--- config.mk ---
export PLATFORM = sky130hd
export DESIGN_NAME = dsn_div
export DESIGN_NICKNAME = d
export VERILOG_FILES = /design/src/rtl/dsn_pkg.sv /design/src/rtl/dsn_div.sv
export SDC_FILE = /design/constraint.sdc
export NUM_CORES = 1
export LEC_CHECK = 0
export BUFFER_PORTS_ARGS = -buffer_cell sky130_fd_sc_hd__buf_2
export CORE_UTILIZATION = 50
export CTS_CLUSTER_SIZE = 40
export DETAILED_ROUTE_END_ITERATION = 7
export PLACE_DENSITY = 0.72
export SETUP_SLACK_MARGIN = 0.4
export SLEW_MARGIN = 30
export SYNTH_ARGS = -nofsm -noshare
export SYNTH_HDL_FRONTEND = slang
export SYNTH_SLANG_ARGS = --single-unit
--- constraint.sdc ---
create_clock -name clk_i -period 6.2 [get_ports clk_i]
set_input_delay 1.24 -clock clk_i [delete_from_list [all_inputs] [get_ports clk_i]]
set_output_delay 1.24 -clock clk_i [all_outputs]
set_load 0.02 [all_outputs]
--- src/rtl/dsn_pkg.sv ---
// Shared types, constants and a helper function for the dataset statistics normaliser.
package dsn_pkg;

  localparam int MaxExamples = 256;
  localparam int ExBits      = $clog2(MaxExamples);
  localparam int TotBits     = ExBits + 1;
  localparam int NumComp     = 32;
  localparam int CompBits    = $clog2(NumComp);
  localparam int StoreDepth  = MaxExamples * NumComp;
  localparam int StoreAw     = ExBits + CompBits;
  localparam int DivW        = 73;
  localparam int DenW        = 33;
  localparam int StepW       = 7;
  localparam int SqrtInW     = 62;
  localparam int SqrtOutW    = 31;
  localparam int SqrtStepW   = 5;
  localparam int SumW        = 32 + TotBits;

  localparam logic [2:0] MODE_ADD     = 3'd0;
  localparam logic [2:0] MODE_COMPUTE = 3'd1;
  localparam logic [2:0] MODE_NORM    = 3'd2;
  localparam logic [2:0] MODE_DENORM  = 3'd3;
  localparam logic [2:0] MODE_CLEAR   = 3'd4;

  localparam logic [1:0] ST_OK   = 2'd0;
  localparam logic [1:0] ST_FULL = 2'd1;
  localparam logic [1:0] ST_FEW  = 2'd2;
  localparam logic [1:0] ST_SAT  = 2'd3;

  localparam logic [1:0] CFG_NORM_EN = 2'd0;
  localparam logic [1:0] CFG_SCALE   = 2'd1;
  localparam logic [1:0] CFG_DOMAIN  = 2'd2;
  localparam logic [1:0] CFG_CODOM   = 2'd3;

  localparam logic [30:0] StdvOne = 31'd65536;
  localparam logic [30:0] StdvMax = 31'h7FFFFFFF;

  typedef struct packed {
    logic [2:0]         mode;
    logic [4:0]         component;
    logic signed [31:0] sample_value;
    logic               end_of_example;
  } dsn_item_t;

  typedef struct packed {
    logic [4:0]         out_component;
    logic signed [31:0] mean_out;
    logic [30:0]        stdv_out;
    logic signed [31:0] min_out;
    logic signed [31:0] max_out;
    logic signed [31:0] mapped_value;
    logic [1:0]         status;
    logic               last;
  } dsn_result_t;

  typedef struct packed {
    logic signed [31:0] mean;
    logic [30:0]        stdv;
    logic signed [31:0] mn;
    logic signed [31:0] mx;
  } dsn_stats_t;

  typedef struct packed {
    logic              start;
    logic [DivW-1:0]   dividend;
    logic [DenW-1:0]   divisor;
    logic [StepW-1:0]  steps;
  } dsn_div_req_t;

  typedef struct packed {
    logic            done;
    logic [DivW-1:0] quot;
  } dsn_div_rsp_t;

  typedef struct packed {
    logic               start;
    logic [SqrtInW-1:0] radicand;
  } dsn_sqrt_req_t;

  typedef struct packed {
    logic                done;
    logic [SqrtOutW-1:0] root;
  } dsn_sqrt_rsp_t;

  function automatic logic [4:0] clamp_count(logic [4:0] c);
    logic [4:0] r;
    r = c;
    if (c == 5'd0) r = 5'd1;
    if (c > 5'd16) r = 5'd16;
    return r;
  endfunction

endpackage

--- src/rtl/dsn_div.sv ---
// Radix-2 restoring unsigned divider with a left-aligned dividend and a variable step count.
module dsn_div import dsn_pkg::*; (
  input  logic         clk_i,
  input  logic         rst_ni,
  input  dsn_div_req_t req_i,
  output dsn_div_rsp_t rsp_o
);

  logic             run_q;
  logic             done_q;
  logic [StepW-1:0] cnt_q;
  logic [DivW-1:0]  num_q;
  logic [DivW-1:0]  quot_q;
  logic [DenW-1:0]  den_q;
  logic [DenW-1:0]  rem_q;
  logic [DenW:0]    rem_sh;
  logic [DenW:0]    rem_sub;
  logic             fits;

  always_comb begin
    rem_sh  = {rem_q, num_q[DivW-1]};
    rem_sub = rem_sh - {1'b0, den_q};
    fits    = rem_sh >= {1'b0, den_q};
  end

  always_ff @(posedge clk_i or negedge rst_ni) begin
    if (!rst_ni) begin
      run_q  <= 1'b0;
      done_q <= 1'b0;
      cnt_q  <= '0;
      num_q  <= '0;
      quot_q <= '0;
      den_q  <= '0;
      rem_q  <= '0;
    end else begin
      done_q <= 1'b0;
      if (req_i.start) begin
        num_q  <= req_i.dividend;
        den_q  <= req_i.divisor;
        rem_q  <= '0;
        quot_q <= '0;
        cnt_q  <= req_i.steps;
        run_q  <= 1'b1;
      end else if (run_q) begin
        num_q  <= {num_q[DivW-2:0], 1'b0};
        quot_q <= {quot_q[DivW-2:0], fits};
        rem_q  <= fits ? rem_sub[DenW-1:0] : rem_sh[DenW-1:0];
        cnt_q  <= cnt_q - 1'b1;
        if (cnt_q == StepW'(1)) begin
          run_q  <= 1'b0;
          done_q <= 1'b1;
        end
      end
    end
  end

  assign rsp_o.done = done_q;
  assign rsp_o.quot = quot_q;

endmodule

==> run_results.csv <==
group,metric,value,unit
floorplanning,die_w,153,µm
floorplanning,coreArea,0.0226,mm²
synth,synthCells,1203,
detailed_routing,vias,9027,
detailed_routing,wl_per_cell,15.5,µm
worst_setup_path,critPathKind,"register to register",
cts,post_cts_resized,0,
synth,netlist_area,0.0115,mm²
cts,cts_sinks,221,
power,ir_drop,266,µV
global_routing,grt_overflow,0,
synth,synth_top_cells_by_area,"dfrtp_1 48%, mux2i_1 13%, o21ai_0 5.7%, nand2_1 5.0%, nor2_1 4.1%",
global_routing,grt_antenna_before_repair,5,
sta,finalHoldViolations,0,
worst_setup_path,cpMaxStageDelayCell,"or4b_1",
cells_and_area,synthToLayoutAreaGrowth,17.6,%
power,p_total,4.48,mW
synth,synth-edff-count,0,
sta,fin_skew,0.00979,ns
sta,worst_pin_slew,0.854,ns
floorplanning,num_io_pins,190,
global_routing,grt_max_degree,127,
synth,synth.most_common_cell,"dfrtp_1",
cts,clk_pin_slew,0.06,ns
synth,ys_seq_elements,221,
sta,period_minus_slack,3.48,ns
cts,clk_latency,0.54,ns
floorplanning,rows,55,
cts,cts_buffers,26,
worst_setup_path,critPathLaunchType,"register",
global_routing,grt_first_pass_wirelength,43800,µm
synth,ys_types,59,
global_routing,grt_usage,0.223,
sta,timing.final.crit_share,0.562,
cts,postCtsSetupBuffers,0,
synth,synth.avg_cell_area,9.53,µm²
synth,synth_common_cells,"221 x dfrtp_1, 153 x nand2_1, 149 x mux2i_1",
worst_setup_path,crit_required,6.67,ns
floorplanning,die_area,0.0235,mm²
synth,synth_top_cell_area_share,0.482,
sta,rsz0062_at_grt,"no",
detailed_routing,wl,25800,µm
cts,cts-root-buf,"clkbuf_16",
detailed_routing,viasPerCell,5.43,
run,maxCapViolations,0,
detailed_routing,ant_nets,0,
worst_setup_path,cp_slowest_stage_delay,0.53,ns
sta,max_freq,287,MHz
sta,tns,0,ns
cts,cts-hold-fix-buffers,0,
synth,synth_flop_cell,"dfrtp_1",
floorplanning,start_util,0.508,
cts,cts_tree,"done",
synth,yosysSeqAreaShare,0.482,
place,io_buffer_count,189,
place,dp_hpwl,17200,µm
synth,ys_warn_count,0,
worst_setup_path,crit_path_end_kind,"register",
worst_setup_path,cp_max_fo,43,
power,cellLeakagePower,7.62,nW
detailed_routing,drc_errors,0,
cts,h-tree-depth,1,
floorplanning,die_h,153,µm
global_routing,grt_pass1_vias,8880,
detailed_routing,drtIter0Drc,514,
cells_and_area,drive_above_1_share,0.184,
synth,async_reset_ff_frac,1.00,
hold_path,hold_class,"register to register",
place,place_congestion,0.891,
power,powerDensity,332,mW/mm²
cells_and_area,fin_nets,1506,
sta,finalSetupViolCount,0,
detailed_routing,first_pass_iters,5,
worst_setup_path,cp_cell_sequence,"inv_1 -> ha_1 -> fa_1 -> nand2b_1 -> a21o_1 -> a32o_1 -> o211ai_2 -> a21oi_4 -> buf_4 -> or4b_1 -> or3_1 -> nand3_1",
synth,synth_nets,1355,
synth,synth_area_leader_cell,"dfrtp_1",
status,run_status,"finished clean",
sta,drv_slew,0,
worst_setup_path,arrival,3.95,ns
cts,clockBufferDepth,3,
sta,slew_headroom,0.431,
[cell families (layout without fill, tap and decap cells)]
family	Yosys count	after routing	synth area share
and+or+nand+nor	352	352	0.131
buffers and inverters	129	299	0.0441
adders and majority gates	36	36	0.0399
other	0	3	0
muxes	151	151	0.132
DFF	221	221	0.482
xor gates and xnor gates	26	26	0.0199
AOI/OAI and AO/OA	288	288	0.151
[power by group]
| group | total, mW | switching, mW | internal [mW] |
|---|---|---|---|
| Clock | 1.52 | 0.609 | 0.907 |
| Combinational | 1.29 | 0.766 | 0.525 |
| Sequential | 1.68 | 0.0927 | 1.58 |
[path summary, 6_finish.rpt]
| kind | slack [ns] | cells past startpoint | endpoint | from |
|---|---|---|---|---|
| worst max-delay path | 2.72 | 12 | rem_q[31]$_DFFE_PN0P_ | num_q[72]$_DFFE_PN0P_ |
| worst min-delay path | 0.51 | 1 | den_q[0]$_DFFE_PN0P_ | den_q[0]$_DFFE_PN0P_ |
| worst max register to register | 2.72 | 12 | rem_q[31]$_DFFE_PN0P_ | num_q[72]$_DFFE_PN0P_ |
| worst min register to register | 0.51 | 1 | den_q[0]$_DFFE_PN0P_ | den_q[0]$_DFFE_PN0P_ |
| max in group asynchronous | 4.43 | 2 | num_q[6]$_DFFE_PN0P_ | rst_ni |
| min in group asynchronous | 0.61 | 1 | num_q[61]$_DFFE_PN0P_ | rst_ni |
[cell type report]
cell class                      instances  area [µm²]
Fill cell                            1990        9090
Sequential cell                       221        5530
Inverter                               53         199
Clock inverter                         12         144
Clock buffer                           35         724
Antenna cell                            3        7.51
Tap cell                              285         357
Multi-Input combinational cell        853        5440
Timing Repair Buffer                  199        1080
[routing by layer]
layer	global-route usage	share of wire	wire (µm)
met2	0.352	0.45	11700
met5	0	0.0014	35
met4	0.0548	0.021	535
met3	0.0539	0.058	1490
met1	0.310	0.47	12000
[layout by cell type (no fill, tap or decap), types with 4 or more instances in the layout]
cell       synthesis  final
xnor2_1           11     11
o211a_1            4      4
inv_1             53     53
nand2b_1           5      5
nor3_1            15     15
buf_2              7    187
dfrtp_1          221    220
and3_1            14     14
nand2_1          153    153
clkbuf_8           0      4
nand4_1            5      5
xor2_1            15     15
a21oi_1           59     59
and2_1             4      4
clkinv_2           0      6
nand3_1            9      9
a211oi_1          26     26
clkbuf_1          51      5
o21bai_1           7      7
nor2b_1            5      5
o211ai_1           9      9
buf_4              3      7
nor2_1           126    126
o21ai_0          130    130
a21o_1            15     15
a31oi_1            7      7
mux2i_1          149    149
clkbuf_16          0     26
ha_1              35     35
[sequential cells by signal, summed over array words and instances (netlist names)]
register,count
done_q,1
rem_q,33
quot_q,73
num_q,73
den_q,33
run_q,1
cnt_q,7
[critical path, delay by kind of cell, from the launching register on]
family	cells	cell delay, ns
AO/OA/AOI/OAI	4	0.93
buffers and inverters	2	0.37
AND/OR/NAND/NOR	4	1.11
adder cells (fa/ha/maj)	2	0.62
flip-flops	1	0.37
[per-stage QoR]
stage               utilization  area, µm²  setup WS (ns)  hold slack [ns]  std cells
floorplan                     -      11500           3.43            0.485       1203
global placement          0.556      12600           2.83            0.495       1609
detailed placement        0.556      12600           2.77            0.503       1609
CTS                       0.595      13400           2.74            0.517       1656
global route              0.597      13500           2.53            0.538       1659
finish                    0.597      13500           2.72            0.513       1661
Power figures use the tool's default switching activity.
