`config.mk`:
```
export PLATFORM = sky130hd
export DESIGN_NAME = dsn_isqrt
export DESIGN_NICKNAME = d
export VERILOG_FILES = /design/src/rtl/dsn_pkg.sv /design/src/rtl/dsn_isqrt.sv
export SDC_FILE = /design/constraint.sdc
export NUM_CORES = 1
export LEC_CHECK = 0
export BUFFER_PORTS_ARGS = -buffer_cell sky130_fd_sc_hd__buf_2
export CELL_PAD_IN_SITES_DETAIL_PLACEMENT = 1
export CELL_PAD_IN_SITES_GLOBAL_PLACEMENT = 1
export CORE_UTILIZATION = 45
export CTS_CLUSTER_SIZE = 20
export DETAILED_ROUTE_END_ITERATION = 8
export PLACE_DENSITY = 0.88
export SLEW_MARGIN = 20
export SYNTH_ARGS = -nofsm -noshare
export SYNTH_HDL_FRONTEND = slang
export SYNTH_SLANG_ARGS = --single-unit
```
`constraint.sdc`:
```
create_clock -name clk_i -period 3.3 [get_ports clk_i]
set_input_delay 0.33 -clock clk_i [delete_from_list [all_inputs] [get_ports clk_i]]
set_output_delay 0.33 -clock clk_i [all_outputs]
set_load 0.03 [all_outputs]
```
`src/rtl/dsn_pkg.sv`:
```
// Shared types, constants and a helper function for the dataset statistics normaliser.
package dsn_pkg;

  localparam int MaxExamples = 256;
  localparam int ExBits      = $clog2(MaxExamples);
  localparam int TotBits     = ExBits + 1;
  localparam int NumComp     = 32;
  localparam int CompBits    = $clog2(NumComp);
  localparam int StoreDepth  = MaxExamples * NumComp;
  localparam int StoreAw     = ExBits + CompBits;
  localparam int DivW        = 73;
  localparam int DenW        = 33;
  localparam int StepW       = 7;
  localparam int SqrtInW     = 62;
  localparam int SqrtOutW    = 31;
  localparam int SqrtStepW   = 5;
  localparam int SumW        = 32 + TotBits;

  localparam logic [2:0] MODE_ADD     = 3'd0;
  localparam logic [2:0] MODE_COMPUTE = 3'd1;
  localparam logic [2:0] MODE_NORM    = 3'd2;
  localparam logic [2:0] MODE_DENORM  = 3'd3;
  localparam logic [2:0] MODE_CLEAR   = 3'd4;

  localparam logic [1:0] ST_OK   = 2'd0;
  localparam logic [1:0] ST_FULL = 2'd1;
  localparam logic [1:0] ST_FEW  = 2'd2;
  localparam logic [1:0] ST_SAT  = 2'd3;

  localparam logic [1:0] CFG_NORM_EN = 2'd0;
  localparam logic [1:0] CFG_SCALE   = 2'd1;
  localparam logic [1:0] CFG_DOMAIN  = 2'd2;
  localparam logic [1:0] CFG_CODOM   = 2'd3;

  localparam logic [30:0] StdvOne = 31'd65536;
  localparam logic [30:0] StdvMax = 31'h7FFFFFFF;

  typedef struct packed {
    logic [2:0]         mode;
    logic [4:0]         component;
    logic signed [31:0] sample_value;
    logic               end_of_example;
  } dsn_item_t;

  typedef struct packed {
    logic [4:0]         out_component;
    logic signed [31:0] mean_out;
    logic [30:0]        stdv_out;
    logic signed [31:0] min_out;
    logic signed [31:0] max_out;
    logic signed [31:0] mapped_value;
    logic [1:0]         status;
    logic               last;
  } dsn_result_t;

  typedef struct packed {
    logic signed [31:0] mean;
    logic [30:0]        stdv;
    logic signed [31:0] mn;
    logic signed [31:0] mx;
  } dsn_stats_t;

  typedef struct packed {
    logic              start;
    logic [DivW-1:0]   dividend;
    logic [DenW-1:0]   divisor;
    logic [StepW-1:0]  steps;
  } dsn_div_req_t;

  typedef struct packed {
    logic            done;
    logic [DivW-1:0] quot;
  } dsn_div_rsp_t;

  typedef struct packed {
    logic               start;
    logic [SqrtInW-1:0] radicand;
  } dsn_sqrt_req_t;

  typedef struct packed {
    logic                done;
    logic [SqrtOutW-1:0] root;
  } dsn_sqrt_rsp_t;

  function automatic logic [4:0] clamp_count(logic [4:0] c);
    logic [4:0] r;
    r = c;
    if (c == 5'd0) r = 5'd1;
    if (c > 5'd16) r = 5'd16;
    return r;
  endfunction

endpackage

```
`src/rtl/dsn_isqrt.sv`:
```
// Digit-by-digit integer square root, two radicand bits per cycle.
module dsn_isqrt import dsn_pkg::*; (
  input  logic          clk_i,
  input  logic          rst_ni,
  input  dsn_sqrt_req_t req_i,
  output dsn_sqrt_rsp_t rsp_o
);

  logic                 run_q;
  logic                 done_q;
  logic [SqrtStepW-1:0] cnt_q;
  logic [SqrtInW-1:0]   rad_q;
  logic [SqrtOutW-1:0]  res_q;
  logic [SqrtOutW+1:0]  rem_q;
  logic [SqrtOutW+3:0]  rem_sh;
  logic [SqrtOutW+3:0]  trial;
  logic [SqrtOutW+3:0]  rem_dif;
  logic                 fits;

  always_comb begin
    rem_sh  = {rem_q, rad_q[SqrtInW-1:SqrtInW-2]};
    trial   = {2'b00, res_q, 2'b01};
    rem_dif = rem_sh - trial;
    fits    = rem_sh >= trial;
  end

  always_ff @(posedge clk_i or negedge rst_ni) begin
    if (!rst_ni) begin
      run_q  <= 1'b0;
      done_q <= 1'b0;
      cnt_q  <= '0;
      rad_q  <= '0;
      res_q  <= '0;
      rem_q  <= '0;
    end else begin
      done_q <= 1'b0;
      if (req_i.start) begin
        rad_q <= req_i.radicand;
        res_q <= '0;
        rem_q <= '0;
        cnt_q <= SqrtStepW'(SqrtOutW);
        run_q <= 1'b1;
      end else if (run_q) begin
        rad_q <= {rad_q[SqrtInW-3:0], 2'b00};
        res_q <= {res_q[SqrtOutW-2:0], fits};
        rem_q <= fits ? rem_dif[SqrtOutW+1:0] : rem_sh[SqrtOutW+1:0];
        cnt_q <= cnt_q - 1'b1;
        if (cnt_q == SqrtStepW'(1)) begin
          run_q  <= 1'b0;
          done_q <= 1'b1;
        end
      end
    end
  end

  assign rsp_o.done = done_q;
  assign rsp_o.root = res_q;

endmodule

```
==> reports/results.ini, run 1 <==
[power_and_ir_drop]
power_mw = 8.20
cellPowerDensity_nw_per_um2 = 880
p_leak_nw = 4.94
ir_worst_vdd_mv = 0.534

[worst_setup_path]
slowest_stage = or4b_4
startpoint_type = register
slowest_delay_ns = 0.55
cp_max_fo = 6
arrival_ns = 3.40
regToRegSetupSlack_ns = 0.17
worstPathRequired_ns = 3.56
end_kind = register
path_class = reg2reg
worstPathCellList = inv_1, ha_1, a211oi_2, o21ai_1, a221o_1, or4b_4, nand3_1, o21ai_0, xor2_1, mux2i_1, a211oi_1

[routing]
drt-total-wl_um = 20500
first_iter_violations = 323
vias_per_cell = 5.56
remaining_drc_errors = 0
wl_met2_um = 10400
drt-pass1-iter-count = 4
wl_met1_um = 9030
wl_met3_um = 682
avgRoutedWirePerCell_um = 17.5
num_vias = 6523
ant_nets = 0
highest_layer = met4

[sta]
slew_headroom = 0.393
fin_crit_sh = 0.949
fin_hold_ws_ns = -0.0126
rsz0062_at_grt = false
tns_ns = 0
post-route-min-period_ns = 3.13
tightest_slew_ns = 0.911
timing.final.max_slew_violations = 0
worst_slack_ns = 0.168
hold_violations = 4
final-setup-viol-count = 0
finalClockSkew_ns = 0.0115
max_freq_ghz = 0.319

[clock_network]
clkLatencyLatePin_ns = 0.43
cts_tree = yes
cts_buffers = 17
clockRootBuffer = clkbuf_16
cts.reportedPaths.clkPinSlew_ns = 0.06
cts_max_level = 4
cts_buffer_depth = 2
hold_buffers = 0
clkSinkCount = 133

[final_layout]
n_antenna_cell = 0
fill_cells = 2001
final_cell_count_no_fill = 1174
drive_above_1_share = 0.166
layout.nets = 1036
multiInputGateArea_um2 = 4220
area_delta_synth_final_pct = 16.2
seqCellArea_um2 = 3330

[floorplanning]
die_w_um = 135
core_um2 = 17400
io_pins = 97
rows = 48
start_util = 0.462
die_h_um = 135
dieArea_um2 = 18400

[status]
violations = negative hold slack
status = finished with violations

[placed_design]
pre_cts_ws_ns = 0.245
io_buffers = 96
detailed_place_hpwl_um = 13400
place_inst = 1138
place_congestion = 0.861

[logic_synthesis]
ys_seq_area_frac = 0.415
synth_area_leader_cell = dfrtp_1
synthTopCellsByArea = dfrtp_1, mux2i_1, ha_1, o21ai_0, nand2_1
synth_top_area_frac = 0.415
synthFlopType = dfrtp_1
yosys_warnings = 0
synth_cells = 864
synth_area_per_cell_um2 = 9.28
syn_area_um2 = 8020
synthArstFlopShare = 1.00
ys_types = 66
synth-seq-cells = 133
synth-edff-count = 0
syn-num-nets = 964

[grt]
grt_pass1_vias = 6946
grt_overflow = 0
antenna_found_initial = 0
grt_use_total = 0.235
grt_max_degree = 113
grt_first_pass_wirelength_um = 34200

[worst_hold_path]
holdCritPathClass = in2async

[run]
maxCapViolCount = 0

[Yosys cell counts (12+ instances only)]
cell / count
dfrtp_1: 133
mux2i_1: 108
nand2_1: 87
nor2_1: 82
o21ai_0: 82
inv_1: 51
clkbuf_1: 40
a21oi_1: 39
ha_1: 35
a211oi_1: 27
xnor2_1: 20
nand2b_1: 14
nand3_1: 13
xor2_1: 12
[area by class of cell]
cell class / count / share of cell area
flip-flops and latches: 133 / 0.358
well taps: 225 / 0.0302
multi-input cells: 625 / 0.453
repair buffers: 108 / 0.0689
clock buffers: 20 / 0.0480
inverters: 51 / 0.0206
clock inverters: 12 / 0.0216
[cell usage in the layout (no fill, tap or decap), types with 4 or more instances in the layout]
cell type and count:
dfrtp_1 132, mux2i_1 108, buf_2 94, nand2_1 87
nor2_1 82, o21ai_0 82, inv_1 51, a21oi_1 39
ha_1 35, a211oi_1 27, xnor2_1 20, clkbuf_16 17
nand2b_1 14, nand3_1 13, xor2_1 12, a21o_1 10
o21ai_1 8, buf_4 8, a31oi_1 7, nor3_1 7
and2_1 5, nor4_1 5, o21bai_1 5, bufinv_16 5
buf_12 5, o21a_1 4, or2_2 4
[worst paths after layout]
kind,startpoint,to,cells past startpoint
worst max-delay path,res_q[10],rem_q[25],11
worst min-delay path,rst_ni,res_q[10],1
worst max register to register,res_q[10],rem_q[25],11
worst min register to register,cnt_q[4],cnt_q[4],2
max in group asynchronous,rst_ni,run_q,1
min in group clk_i,req_i[24],rad_q[24],3
[worst max-delay path: cells and delay by family (launching register included)]
family | cells | cell delay, ns
buf+inv | 1 | 0.07
flops | 1 | 0.40
xor+xnor | 1 | 0.16
mux | 1 | 0.24
simple gates | 2 | 0.70
fa+ha+maj | 1 | 0.39
compound gates | 5 | 1.00
[power breakdown]
| group | total (mW) | leakage (nW) | switching [mW] | internal, mW |
|---|---|---|---|---|
| clock | 2.13 | 0.311 | 0.768 | 1.36 |
| combinational | 4.02 | 2.94 | 2.26 | 1.76 |
| sequential | 2.04 | 1.69 | 0.179 | 1.86 |
| total | 8.20 | 4.94 | 3.20 | 4.99 |
[flip-flops by register name, indices dropped and copies added (netlist names)]
name / flops
done_q: 1
res_q: 31
rem_q: 33
cnt_q: 5
run_q: 1
rad_q: 62
[cell families (layout without fill, tap and decap cells)]
family | count (synthesis) | count (layout) | share of synthesized area
xor+xnor | 32 | 32 | 0.0350
simple gates | 235 | 235 | 0.133
fa+ha+maj | 35 | 35 | 0.0546
buf+inv | 106 | 191 | 0.0596
flops | 133 | 133 | 0.415
mux | 108 | 108 | 0.135
compound gates | 215 | 215 | 0.168
[metrics by stage]
| step | instance area (µm²) | utilization |
|---|---|---|
| after floorplan | 8020 | - |
| after global placement | 8630 | 0.497 |
| after detailed placement | 8630 | 0.497 |
| after CTS | 9280 | 0.534 |
| after global routing | 9310 | 0.536 |
| final | 9310 | 0.536 |
[routing by layer]
metal	GRT usage	vias to the layer above
met3	0.0419	36
met5	0	-
met1	0.292	3184
met4	0.0918	0
met2	0.405	141
li1	-	3162
[timing repair]
action / in CTS / in global routing
setup endpoints to repair: 0 / 1
setup buffers: 0 / 4
resized for setup: 0 / 1
Power figures use the tool's default switching activity.
==> run 2: changes to the inputs <==
--- a/config.mk
+++ b/config.mk
@@ -11,7 +11,7 @@
 export CORE_UTILIZATION = 45
 export CTS_CLUSTER_SIZE = 20
 export DETAILED_ROUTE_END_ITERATION = 8
-export PLACE_DENSITY = 0.88
+export PLACE_DENSITY = 0.87
 export SLEW_MARGIN = 20
 export SYNTH_ARGS = -nofsm -noshare
 export SYNTH_HDL_FRONTEND = slang
==> reports/results.ini, run 2 (synthesis results as in run 1) <==
[final_layout]
final_common_cell = dfrtp_1
fin_util = 0.533
seqCellArea_um2 = 3330
largest_register_ffs = 62
layout.nets = 1035
n_antenna_cell = 0
finalInstanceArea_um2 = 9250
multiInputGateArea_um2 = 4210
fill_cells = 2009
final_cell_count_no_fill = 1173
largestRegisters = rad_q (62), rem_q (33), res_q (31)
drive_above_1_share = 0.164
largest_register = rad_q
area_delta_synth_final_pct = 15.4
mostFrequentLayoutCells = dfrtp_1, mux2i_1, buf_2, nand2_1, nor2_1

[grt]
grt_pass1_vias = 6861
grt_first_pass_wirelength_um = 33600
grt_overflow = 0
grt_max_degree = 134
antenna_found_initial = 0
grt_use_total = 0.231

[floorplanning]
die_h_um = 135
dieArea_um2 = 18400
start_util = 0.462
io_pins = 97
rows = 48
core_um2 = 17400
die_w_um = 135

[placed_design]
place_inst = 1140
post_dp_cell_area_um2 = 8630
detailed_place_hpwl_um = 13400
place_congestion = 0.859
io_buffers = 96

[worst_setup_path]
path_class = reg2reg
worstReg2RegStart = res_q[0]
end_kind = register
arrival_ns = 3.43
startpoint_type = register
worstPathRequired_ns = 3.63
cp_max_fo = 4
r2r_end = rem_q[23]
r2r_cells = 11
regToRegSetupSlack_ns = 0.19

[routing]
num_vias = 6422
remaining_drc_errors = 0
drt-pass1-iter-count = 5
vias_per_cell = 5.47
avgRoutedWirePerCell_um = 16.9
ant_nets = 0
first_iter_violations = 304
drt-total-wl_um = 19800

[sta]
hold_violations = 0
max_freq_ghz = 0.322
post-route-min-period_ns = 3.11
slew_headroom = 0.546
final-setup-viol-count = 0
rsz0062_at_grt = false
tns_ns = 0
fin_crit_sh = 0.941
finalClockSkew_ns = 0.00875
tightest_slew_ns = 0.681
timing.final.max_slew_violations = 0

[clock_network]
cts_tree = yes
cts.reportedPaths.clkPinSlew_ns = 0.06
clockRootBuffer = clkbuf_16
cts_buffers = 17
clkSinkCount = 133
cts_max_level = 4
cts_buffer_depth = 2
clkLatencyLatePin_ns = 0.43
postCtsSetupBuffers = 0

[power_and_ir_drop]
cellPowerDensity_nw_per_um2 = 856
power_mw = 7.92
ir_worst_vdd_mv = 0.547
p_leak_nw = 4.91

[status]
status = complete, no violations

[worst_hold_path]
min_from = req_i[34]
holdCritPathClass = in2reg
min_path_cells = 3
holdPathEnd = rad_q[34]

[run]
maxCapViolCount = 0

[run 2: final cells by class]
class                           count  area share
Clock buffer                       20      0.0483
Sequential cell                   133       0.360
Multi-Input combinational cell    625       0.455
Clock inverter                     12      0.0180
Timing Repair Buffer              107      0.0675
Inverter                           51      0.0207
Tap cell                          225      0.0304
[run 2: per-layer routing]
| metal | wire [µm] | GRT usage | vias to the layer above |
|---|---|---|---|
| met1 | 8780 | 0.287 | 3138 |
| li1 | - | - | 3167 |
| met3 | 750 | 0.0542 | 18 |
| met2 | 10000 | 0.397 | 99 |
| met4 | 223 | 0.0730 | 0 |
| met5 | 0 | 0 | - |
[run 2: per-stage QoR]
stage	worst slack [ns]	hold slack, ns
floorplan	0.323	0.0344
global placement	0.310	0.399
detailed placement	0.251	0.392
CTS	0.192	0.0961
global route	0.0323	0.103
finish	0.194	0.106
[run 2: how the worst max path moves through the flow]
| stage | startpoint | endpoint | slack (ns) | depth (start not counted) |
|---|---|---|---|---|
| after floorplan | res_q[10] | rem_q[23] | 0.32 | 11 |
| after CTS | res_q[0] | rem_q[23] | 0.19 | 11 |
| final | res_q[0] | rem_q[23] | 0.19 | 11 |
| after global placement | res_q[21] | rem_q[32] | 0.31 | 11 |
| after global routing | res_q[10] | rem_q[23] | 0.03 | 11 |
| after detailed placement | res_q[11] | rem_q[23] | 0.25 | 11 |
[run 2: worst max-delay path, cell delays in order, from the launching register on]
cell       delay (ns)
dfrtp_1          0.41
inv_1            0.08
ha_1             0.36
o21a_1           0.15
o2111ai_1        0.42
a2111oi_4        0.16
or4b_4           0.53
a31o_1           0.23
a21oi_2          0.14
xnor2_1          0.14
mux2i_1          0.12
a211oi_1         0.26
[run 2: timing repair]
action                                 4_1_cts  5_1_grt
setup endpoints to repair                    0        1
hold buffers                                 1        0
gates resized for setup                      0        1
endpoints found under the hold margin       70        0
[run 2: power breakdown]
part	internal (mW)	total (mW)	switching, mW
logic	1.71	3.88	2.17
clock network	1.22	2.00	0.782
registers	1.86	2.04	0.179
